`src/sfbm_pkg.sv`:
```
`timescale 1ns / 1ps

package sfbm_pkg;

   // bus geometry
   localparam int MAX_MODULES     = 32;
   localparam int BITS_PER_MODULE = 16;
   localparam int MOD_IDX_W       = $clog2(MAX_MODULES);
   localparam int BIT_IDX_W       = $clog2(BITS_PER_MODULE);
   localparam int MOD_CNT_W       = MOD_IDX_W + 1;
   localparam int ADDR_W          = 9;

   // register widths
   localparam int MODCNT_REG_W = 6;
   localparam int TICK_W       = 8;
   localparam int POLL_W       = 24;
   localparam int CSR_DATA_W   = 24;
   localparam int CSR_IDX_W    = 3;

   // register indexes
   localparam logic [CSR_IDX_W-1:0] CSR_MODULE_COUNT  = 3'd0;
   localparam logic [CSR_IDX_W-1:0] CSR_LOAD_TICKS    = 3'd1;
   localparam logic [CSR_IDX_W-1:0] CSR_HALF_CLOCK    = 3'd2;
   localparam logic [CSR_IDX_W-1:0] CSR_RESET_PULSE   = 3'd3;
   localparam logic [CSR_IDX_W-1:0] CSR_POLL_INTERVAL = 3'd4;

   // register reset values
   localparam logic [MODCNT_REG_W-1:0] MODULE_COUNT_RST  = 6'd2;
   localparam logic [TICK_W-1:0]       LOAD_TICKS_RST    = 8'd10;
   localparam logic [TICK_W-1:0]       HALF_CLOCK_RST    = 8'd30;
   localparam logic [TICK_W-1:0]       RESET_PULSE_RST   = 8'd30;
   localparam logic [POLL_W-1:0]       POLL_INTERVAL_RST = 24'd20000;

   localparam logic [TICK_W-1:0] TICK_MAX = {TICK_W{1'b1}};
   localparam logic [POLL_W-1:0] POLL_MAX = {POLL_W{1'b1}};

   typedef logic [BITS_PER_MODULE-1:0] sample_word_type;

   // a zero tick count behaves as one
   function automatic logic [TICK_W-1:0] at_least_one(input logic [TICK_W-1:0] v);
      return (v == '0) ? TICK_W'(1) : v;
   endfunction

endpackage

```
`src/s88_feedback_bus_master.sv`:
```
`timescale 1ns / 1ps

// s88 feedback bus master. Each accepted req beat is one bus tick carrying the
// sampled data line; each tick yields exactly one rsp beat with the clock, load
// and reset line levels for that tick plus an optional debounced sensor event.
// Ticks are taken one per clock cycle unless rsp stalls: all tick work is one
// pass of logic from the phase/counter registers into the rsp output register,
// and a new tick is accepted while a held rsp beat is taken in the same cycle.
// A cycle of the bus runs load, shift-in (two half clock periods per bit),
// debounce (one bit per tick over module_count * 16 bits) and the reset pulse,
// then waits until poll_interval_ticks have passed since shift-in ended. The
// user must write registers through the csr port while the bus is quiet; the
// block does not enforce it. Sample stores are flip-flops, cleared by reset.
module s88_feedback_bus_master (
   input  logic                              clock,
   input  logic                              reset,
   input  logic                              req_valid,
   output logic                              req_ready,
   input  logic                              req_data_line,
   output logic                              rsp_valid,
   input  logic                              rsp_ready,
   output logic                              rsp_clock_line,
   output logic                              rsp_load_line,
   output logic                              rsp_reset_line,
   output logic                              rsp_event_valid,
   output logic [sfbm_pkg::ADDR_W-1:0]       rsp_sensor_address,
   output logic                              rsp_sensor_value,
   input  logic                              csr_write_en,
   input  logic [sfbm_pkg::CSR_IDX_W-1:0]    csr_index,
   input  logic [sfbm_pkg::CSR_DATA_W-1:0]   csr_data
);

   import sfbm_pkg::*;

   typedef enum logic [1:0] {
      PH_LOAD,
      PH_SHIFT,
      PH_DEBOUNCE,
      PH_RESET
   } phase_type;

   // configuration registers
   logic [MODCNT_REG_W-1:0] module_count_ff;
   logic [TICK_W-1:0]       load_ticks_ff;
   logic [TICK_W-1:0]       half_clock_ff;
   logic [TICK_W-1:0]       reset_pulse_ff;
   logic [POLL_W-1:0]       poll_interval_ff;

   // sequencer state
   phase_type              phase_ff,  phase_in;
   logic [TICK_W-1:0]      timer_ff,  timer_in;
   logic [POLL_W-1:0]      poll_ff,   poll_in;
   logic [MOD_CNT_W-1:0]   mod_idx_ff, mod_idx_in;
   logic [BIT_IDX_W-1:0]   bit_idx_ff, bit_idx_in;
   logic                   clk_lvl_ff, clk_lvl_in;

   // sample stores
   sample_word_type new_sample_ff  [MAX_MODULES];
   sample_word_type prev_sample_ff [MAX_MODULES];
   sample_word_type stable_ff      [MAX_MODULES];

   // rsp output register
   logic                 rsp_valid_ff;
   logic                 out_clock_ff, out_clock_in;
   logic                 out_load_ff,  out_load_in;
   logic                 out_reset_ff, out_reset_in;
   logic                 out_event_ff, out_event_in;
   logic [ADDR_W-1:0]    out_addr_ff,  out_addr_in;
   logic                 out_value_ff, out_value_in;

   logic                 req_fire;
   logic [MOD_CNT_W-1:0] mods_used;
   logic [MOD_IDX_W-1:0] mod_sel;
   logic [TICK_W-1:0]    timer_inc;
   logic [POLL_W-1:0]    poll_inc;
   logic                 ns_bit, ps_bit, st_bit;
   logic                 clear_samples;
   logic                 capture_bit;
   logic                 debounce_step;
   logic                 stable_write;

   assign req_ready = !rsp_valid_ff || rsp_ready;
   assign req_fire  = req_valid && req_ready;

   // module count clamped to one..MAX_MODULES
   always_comb begin
      if (module_count_ff == '0) begin
         mods_used = MOD_CNT_W'(1);
      end else if (MOD_CNT_W'(module_count_ff) > MOD_CNT_W'(MAX_MODULES)) begin
         mods_used = MOD_CNT_W'(MAX_MODULES);
      end else begin
         mods_used = MOD_CNT_W'(module_count_ff);
      end
   end

   assign mod_sel   = mod_idx_ff[MOD_IDX_W-1:0];
   assign timer_inc = (timer_ff == TICK_MAX) ? timer_ff : timer_ff + TICK_W'(1);
   assign poll_inc  = (poll_ff == POLL_MAX) ? poll_ff : poll_ff + POLL_W'(1);
   assign ns_bit    = new_sample_ff[mod_sel][bit_idx_ff];
   assign ps_bit    = prev_sample_ff[mod_sel][bit_idx_ff];
   assign st_bit    = stable_ff[mod_sel][bit_idx_ff];

   // one tick of the bus sequencer
   always_comb begin
      phase_in      = phase_ff;
      timer_in      = timer_ff;
      poll_in       = poll_ff;
      mod_idx_in    = mod_idx_ff;
      bit_idx_in    = bit_idx_ff;
      clk_lvl_in    = clk_lvl_ff;
      out_clock_in  = 1'b0;
      out_load_in   = 1'b0;
      out_reset_in  = 1'b0;
      out_event_in  = 1'b0;
      out_addr_in   = '0;
      out_value_in  = 1'b0;
      clear_samples = 1'b0;
      capture_bit   = 1'b0;
      debounce_step = 1'b0;
      stable_write  = 1'b0;
      unique case (phase_ff)
         PH_LOAD: begin
            out_load_in = 1'b1;
            timer_in    = timer_inc;
            if (timer_inc >= at_least_one(load_ticks_ff)) begin
               phase_in      = PH_SHIFT;
               timer_in      = '0;
               mod_idx_in    = '0;
               bit_idx_in    = '0;
               clk_lvl_in    = 1'b0;
               clear_samples = 1'b1;
            end
         end
         PH_SHIFT: begin
            timer_in = timer_inc;
            if (timer_inc >= at_least_one(half_clock_ff)) begin
               timer_in   = '0;
               clk_lvl_in = !clk_lvl_ff;
               // rising edge takes one data bit
               if (!clk_lvl_ff) begin
                  capture_bit = 1'b1;
                  bit_idx_in  = bit_idx_ff + BIT_IDX_W'(1);
                  if (bit_idx_ff == BIT_IDX_W'(BITS_PER_MODULE - 1)) begin
                     mod_idx_in = mod_idx_ff + MOD_CNT_W'(1);
                  end
               end
            end
            out_clock_in = clk_lvl_in;
            if (mod_idx_in >= mods_used) begin
               phase_in   = PH_DEBOUNCE;
               timer_in   = '0;
               mod_idx_in = '0;
               bit_idx_in = '0;
               clk_lvl_in = 1'b0;
               poll_in    = '0;
            end
         end
         PH_DEBOUNCE: begin
            debounce_step = 1'b1;
            poll_in       = poll_inc;
            // two equal samples that differ from the stable level
            if (ns_bit == ps_bit && ns_bit != st_bit) begin
               stable_write = 1'b1;
               out_event_in = 1'b1;
               out_addr_in  = {mod_sel, bit_idx_ff};
               out_value_in = ns_bit;
            end
            bit_idx_in = bit_idx_ff + BIT_IDX_W'(1);
            if (bit_idx_ff == BIT_IDX_W'(BITS_PER_MODULE - 1)) begin
               mod_idx_in = mod_idx_ff + MOD_CNT_W'(1);
            end
            if (mod_idx_in >= mods_used) begin
               phase_in   = PH_RESET;
               timer_in   = '0;
               mod_idx_in = '0;
               bit_idx_in = '0;
            end
         end
         PH_RESET: begin
            out_reset_in = timer_ff < at_least_one(reset_pulse_ff);
            timer_in     = timer_inc;
            poll_in      = poll_inc;
            if (poll_inc >= poll_interval_ff) begin
               phase_in = PH_LOAD;
               timer_in = '0;
            end
         end
      endcase
   end

   // configuration writes
   always_ff @(posedge clock) begin
      if (reset) begin
         module_count_ff  <= MODULE_COUNT_RST;
         load_ticks_ff    <= LOAD_TICKS_RST;
         half_clock_ff    <= HALF_CLOCK_RST;
         reset_pulse_ff   <= RESET_PULSE_RST;
         poll_interval_ff <= POLL_INTERVAL_RST;
      end else if (csr_write_en) begin
         unique case (csr_index)
            CSR_MODULE_COUNT:  module_count_ff  <= csr_data[MODCNT_REG_W-1:0];
            CSR_LOAD_TICKS:    load_ticks_ff    <= csr_data[TICK_W-1:0];
            CSR_HALF_CLOCK:    half_clock_ff    <= csr_data[TICK_W-1:0];
            CSR_RESET_PULSE:   reset_pulse_ff   <= csr_data[TICK_W-1:0];
            CSR_POLL_INTERVAL: poll_interval_ff <= csr_data[POLL_W-1:0];
            default: ;
         endcase
      end
   end

   // state and rsp output register
   always_ff @(posedge clock) begin
      if (reset) begin
         phase_ff     <= PH_LOAD;
         timer_ff     <= '0;
         poll_ff      <= '0;
         mod_idx_ff   <= '0;
         bit_idx_ff   <= '0;
         clk_lvl_ff   <= 1'b0;
         rsp_valid_ff <= 1'b0;
      end else begin
         if (req_fire) begin
            phase_ff     <= phase_in;
            timer_ff     <= timer_in;
            poll_ff      <= poll_in;
            mod_idx_ff   <= mod_idx_in;
            bit_idx_ff   <= bit_idx_in;
            clk_lvl_ff   <= clk_lvl_in;
            rsp_valid_ff <= 1'b1;
         end else if (rsp_ready) begin
            rsp_valid_ff <= 1'b0;
         end
      end
   end

   // rsp payload
   always_ff @(posedge clock) begin
      if (req_fire) begin
         out_clock_ff <= out_clock_in;
         out_load_ff  <= out_load_in;
         out_reset_ff <= out_reset_in;
         out_event_ff <= out_event_in;
         out_addr_ff  <= out_addr_in;
         out_value_ff <= out_value_in;
      end
   end

   // sample, previous-sample and stable stores
   always_ff @(posedge clock) begin
      if (reset) begin
         for (int i = 0; i < MAX_MODULES; i++) begin
            new_sample_ff[i]  <= '0;
            prev_sample_ff[i] <= '0;
            stable_ff[i]      <= '0;
         end
      end else if (req_fire) begin
         if (clear_samples) begin
            for (int i = 0; i < MAX_MODULES; i++) begin
               new_sample_ff[i] <= '0;
            end
         end
         if (capture_bit) begin
            new_sample_ff[mod_sel][bit_idx_ff] <= ns_bit | req_data_line;
         end
         if (debounce_step) begin
            prev_sample_ff[mod_sel][bit_idx_ff] <= ns_bit;
         end
         if (stable_write) begin
            stable_ff[mod_sel][bit_idx_ff] <= ns_bit;
         end
      end
   end

   assign rsp_valid          = rsp_valid_ff;
   assign rsp_clock_line     = out_clock_ff;
   assign rsp_load_line      = out_load_ff;
   assign rsp_reset_line     = out_reset_ff;
   assign rsp_event_valid    = out_event_ff;
   assign rsp_sensor_address = out_addr_ff;
   assign rsp_sensor_value   = out_value_ff;

   // clock level only rests high inside shift-in
   a_clock_rests_low: assert property (@(posedge clock) disable iff (reset)
      phase_ff != PH_SHIFT |-> !clk_lvl_ff)
      else $error("clock level high outside shift-in");

   // module counter always points inside the sample stores
   a_mod_idx_range: assert property (@(posedge clock) disable iff (reset)
      mod_idx_ff < MOD_CNT_W'(MAX_MODULES))
      else $error("module index beyond sample stores");

   // events only come from a debounce tick
   a_event_from_debounce: assert property (@(posedge clock) disable iff (reset)
      req_fire && out_event_in |=> rsp_event_valid && $past(phase_ff) == PH_DEBOUNCE)
      else $error("event outside debounce");

   // load line never driven together with the clock or reset line
   a_lines_exclusive: assert property (@(posedge clock) disable iff (reset)
      rsp_valid |-> !(rsp_load_line && (rsp_clock_line || rsp_reset_line)))
      else $error("load line overlaps clock or reset line");

endmodule
```
`config.mk`:
```
export PLATFORM = sky130hd
export DESIGN_NAME = s88_feedback_bus_master
export DESIGN_NICKNAME = d
export VERILOG_FILES = /design/src/sfbm_pkg.sv /design/src/s88_feedback_bus_master.sv
export SDC_FILE = /design/constraint.sdc
export NUM_CORES = 2
export LEC_CHECK = 0
export BUFFER_PORTS_ARGS = -buffer_cell sky130_fd_sc_hd__buf_2
export CORE_ASPECT_RATIO = 1.25
export CORE_MARGIN = 1
export CORE_UTILIZATION = 40
export CTS_CLUSTER_DIAMETER = 150
export CTS_CLUSTER_SIZE = 10
export DETAILED_ROUTE_END_ITERATION = 16
export MAX_ROUTING_LAYER = met4
export SYNTH_ARGS = -nofsm -noshare
export SYNTH_HDL_FRONTEND = slang
export SYNTH_SLANG_ARGS = --single-unit
```
`constraint.sdc`:
```
create_clock -name clock -period 9.52 [get_ports clock]
set_clock_uncertainty 0.15 [all_clocks]
set_input_delay 0.952 -clock clock [delete_from_list [all_inputs] [get_ports clock]]
set_output_delay 0.952 -clock clock [all_outputs]
set_load 0.01 [all_outputs]
```
==> impl_metrics.env <==
export IMPL_wl_per_cell_um=27.67
export IMPL_io_buffers=48
export IMPL_grt_pass1_wl_mm=399.0
export IMPL_cts_tree="built"
export IMPL_cp_endpoint="prev_sample_ff[14][7]"
export IMPL_busiest_layer="met2"
export IMPL_ys_flop_type="edfxtp_1"
export IMPL_crit_path_max_fanout=40
export IMPL_tightestPinTransition_ps=1298
export IMPL_syn_nets=7707
export IMPL_initial_core_util=0.4032
export IMPL_relSlewSlack=0.1325
export IMPL_cts_resized=0
export IMPL_first_iter_violations=8010
export IMPL_cts_root_buf="clkbuf_16"
export IMPL_dp_hpwl_mm=160.3
export IMPL_gp_congestion=0.9016
export IMPL_path_cells="buf_4, and3_1, buf_4, a22o_1, a221oi_1, a311oi_1, nor3_1, o2111a_1, nor2_4, buf_4, nand2_1, nor2_1"
export IMPL_final_cells=9895
export IMPL_path_depth=12
export IMPL_rr_worst_depth=12
export IMPL_grt_pass1_vias=60393
export IMPL_ys_warnings_count=0
export IMPL_post_cts_buffers=0
export IMPL_synth_largest_area_cell="edfxtp_1"
export IMPL_combPwrFrac=0.044
export IMPL_final_area_um2=91330
export IMPL_critPathKind="flip-flop to flip-flop"
export IMPL_core_area_um2=210100
export IMPL_first_pass_iters=6
export IMPL_grtUsageMet3=0.04112
export IMPL_crit_arrival_ps=7020
export IMPL_intPower_mw=11.96
export IMPL_layout_common_cells="nor2_1 (1630), edfxtp_1 (1550), o21ai_0 (868)"
export IMPL_synthArstFlopShare=0
export IMPL_min_delay_start="csr_data[10]"
export IMPL_synth_seq_cells=1655
export IMPL_fin_setup_tns_ps=0
export IMPL_postCtsHoldBufs=0
export IMPL_required_ps=10020
export IMPL_cts_buffers=183
export IMPL_grt_max_degree=257
export IMPL_dp_cells=9663
export IMPL_drv_cap=0
export IMPL_slowest_stage="nand2_1"
export IMPL_dieArea_um2=213600
export IMPL_p_clk_frac=0.414
export IMPL_fin_util=0.4348
export IMPL_synth_cells=7604
export IMPL_irDropWorstVdd_mv=0.1369
export IMPL_r2r_end="prev_sample_ff[14][7]"
export IMPL_grt_met2_usage=0.4263
export IMPL_route_vias_total=61783
export IMPL_grt_met1_usage=0.3116
export IMPL_syn2layout_area_growth_pct=7.828
export IMPL_die_height_um=516.5
export IMPL_drive_gt1_frac=0.1215
export IMPL_cts_buffer_depth=3
export IMPL_postRouteAntennaNets=0
export IMPL_start_kind="flip-flop"
export IMPL_path_clk_slew_ps=60
export IMPL_clock_sinks=1655
export IMPL_drc=0
export IMPL_final_common_cell="nor2_1"
export IMPL_swShare=0.2209
export IMPL_setup_viol=0
export IMPL_synth_area_top_cells="edfxtp_1 (55%), mux4_2 (9.1%), nor2_1 (7.3%)"
export IMPL_avgSynthCellArea_um2=11.14
export IMPL_worstSetupEndpointType="flip-flop"
export IMPL_synth_edff_count=1550
export IMPL_rows=188
export IMPL_clock_latency_ps=850
export IMPL_rsz0062_at_grt="no"
export IMPL_yosysUniqueCellTypes=72
export IMPL_finalHoldViolCount=0
export IMPL_grt_usage=0.2603
export IMPL_wl_mm=273.8
export IMPL_p_leak_nw=28.27
export IMPL_post_route_min_period_ps=6513
export IMPL_die_w_um=413.6
export IMPL_post_dp_cell_area_um2=86360
export IMPL_power_total_mw=15.35
export IMPL_cp_num_buf_inv=3
export IMPL_cpLargestDelayFamily="simple AND/OR/NAND/NOR gates"
export IMPL_nNetsFinal=7197
export IMPL_fmaxAchievable_mhz=153.5
export IMPL_finalCritPeriodShare=0.6841
export IMPL_reg2reg_slack_ps=3010
export IMPL_power_density_nw_per_um2=168.0
export IMPL_ctsHtreeMaxLevel=4
export IMPL_crit_path_max_incr_delay_ps=980
export IMPL_hold_class="input pin to flip-flop"
export IMPL_num_io_pins=49
export IMPL_synth_top_cell_area_share=0.5495
export IMPL_synth_area_um2=84700
export IMPL_antenna_found_initial=11
export IMPL_via_per_inst=6.244
export IMPL_grt_ovfl_total=0
export IMPL_status="complete, no violations"
export IMPL_p_seq_frac=0.542
export IMPL_cp_common_cell="buf_4"
export IMPL_hold_depth=3
export IMPL_final_max_slew_violation_count=0
export IMPL_synth_seq_area_share=0.5743
export IMPL_p_sw_mw=3.389
==> per-stage QoR <==
stage / hold WS, ps / setup slack [ps]
floorplan: 286.1 / 4290
global placement: 295.5 / 3176
detailed placement: 300.0 / 3149
CTS: 150.2 / 3121
global route: 186.3 / 2783
finish: 192.7 / 3007
==> synth_stat cells (14+ instances only) <==
cell and n:
mux2i_1 140, a21o_1 18, ha_1 70, xor2_1 14, nand2b_1 23, buf_6 39
clkbuf_1 646, and2_1 35, inv_1 235, a22oi_1 89, buf_4 31, nand4_1 40
o211ai_1 20, and3_1 17, nor2_1 1643, a21oi_1 295, o21bai_1 16, o22ai_1 23
nand2_1 255, a22o_1 21, buf_1 27, xnor2_1 20, nand3_1 88, edfxtp_1 1550
o21ai_0 868, buf_2 167, mux4_2 344, dfxtp_1 105, nor3_1 204, nor2b_1 22
a221oi_1 20, o31ai_1 23, nor3b_1 342
==> logic make-up after synthesis <==
| logic type | synth area share |
|---|---|
| muxes | 0.1096 |
| DFF | 0.5743 |
| and+or+nand+nor | 0.1467 |
| xor gates and xnor gates | 0.003516 |
| buffers and inverters | 0.05813 |
| AOI/OAI and AO/OA | 0.09741 |
| adders and majority gates | 0.01034 |
==> worst min path at each step <==
stage                                      end
after floorplan              reset_pulse_ff[0]
after detailed placement   poll_interval_ff[8]
final                     poll_interval_ff[10]
after global routing       poll_interval_ff[9]
after global placement     poll_interval_ff[3]
after CTS                 poll_interval_ff[10]
==> cell type report <==
cell class                      count  area [µm²]
Antenna cell                        7       17.52
Tap cell                         2755        3447
Sequential cell                  1655       48660
Timing Repair Buffer              215        1710
Clock inverter                     13       207.7
Inverter                          237       897.1
Fill cell                       19299      118700
Multi-Input combinational cell   4802       31660
Clock buffer                      211        4727
==> worst reg2reg max path, stage by stage (launching register included) <==
cell	delay [ps]
dfxtp_2	650
buf_4	550
and3_1	660
buf_4	370
a22o_1	280
a221oi_1	90
a311oi_1	410
nor3_1	180
o2111a_1	330
nor2_4	520
buf_4	710
nand2_1	1090
nor2_1	350
==> power by group through the flow <==
stage	Combinational [mW]	Sequential, mW	Clock, mW
final	0.683	8.32	6.35
after global routing	0.742	8.34	6.63
after detailed placement	0.673	8.47	0
after global placement	0.653	8.45	0
after CTS	0.676	8.32	6.41
after floorplan	0.520	8.43	0
==> routing by layer <==
metal,routed length [µm],share of wire
met1,100500,0.37
met2,135100,0.49
met3,23210,0.085
met4,15020,0.055
met5,0,0
==> sequential cells by signal, summed over array words and instances (netlist names), 8 cells and up, named ones only <==
register	flops
load_ticks_ff	8
rsp_sensor_address	9
stable_ff	512
half_clock_ff	8
prev_sample_ff	512
timer_ff	8
poll_ff	24
poll_interval_ff	24
new_sample_ff	512
reset_pulse_ff	8
No activity file was read; power rests on OpenSTA's default activity.
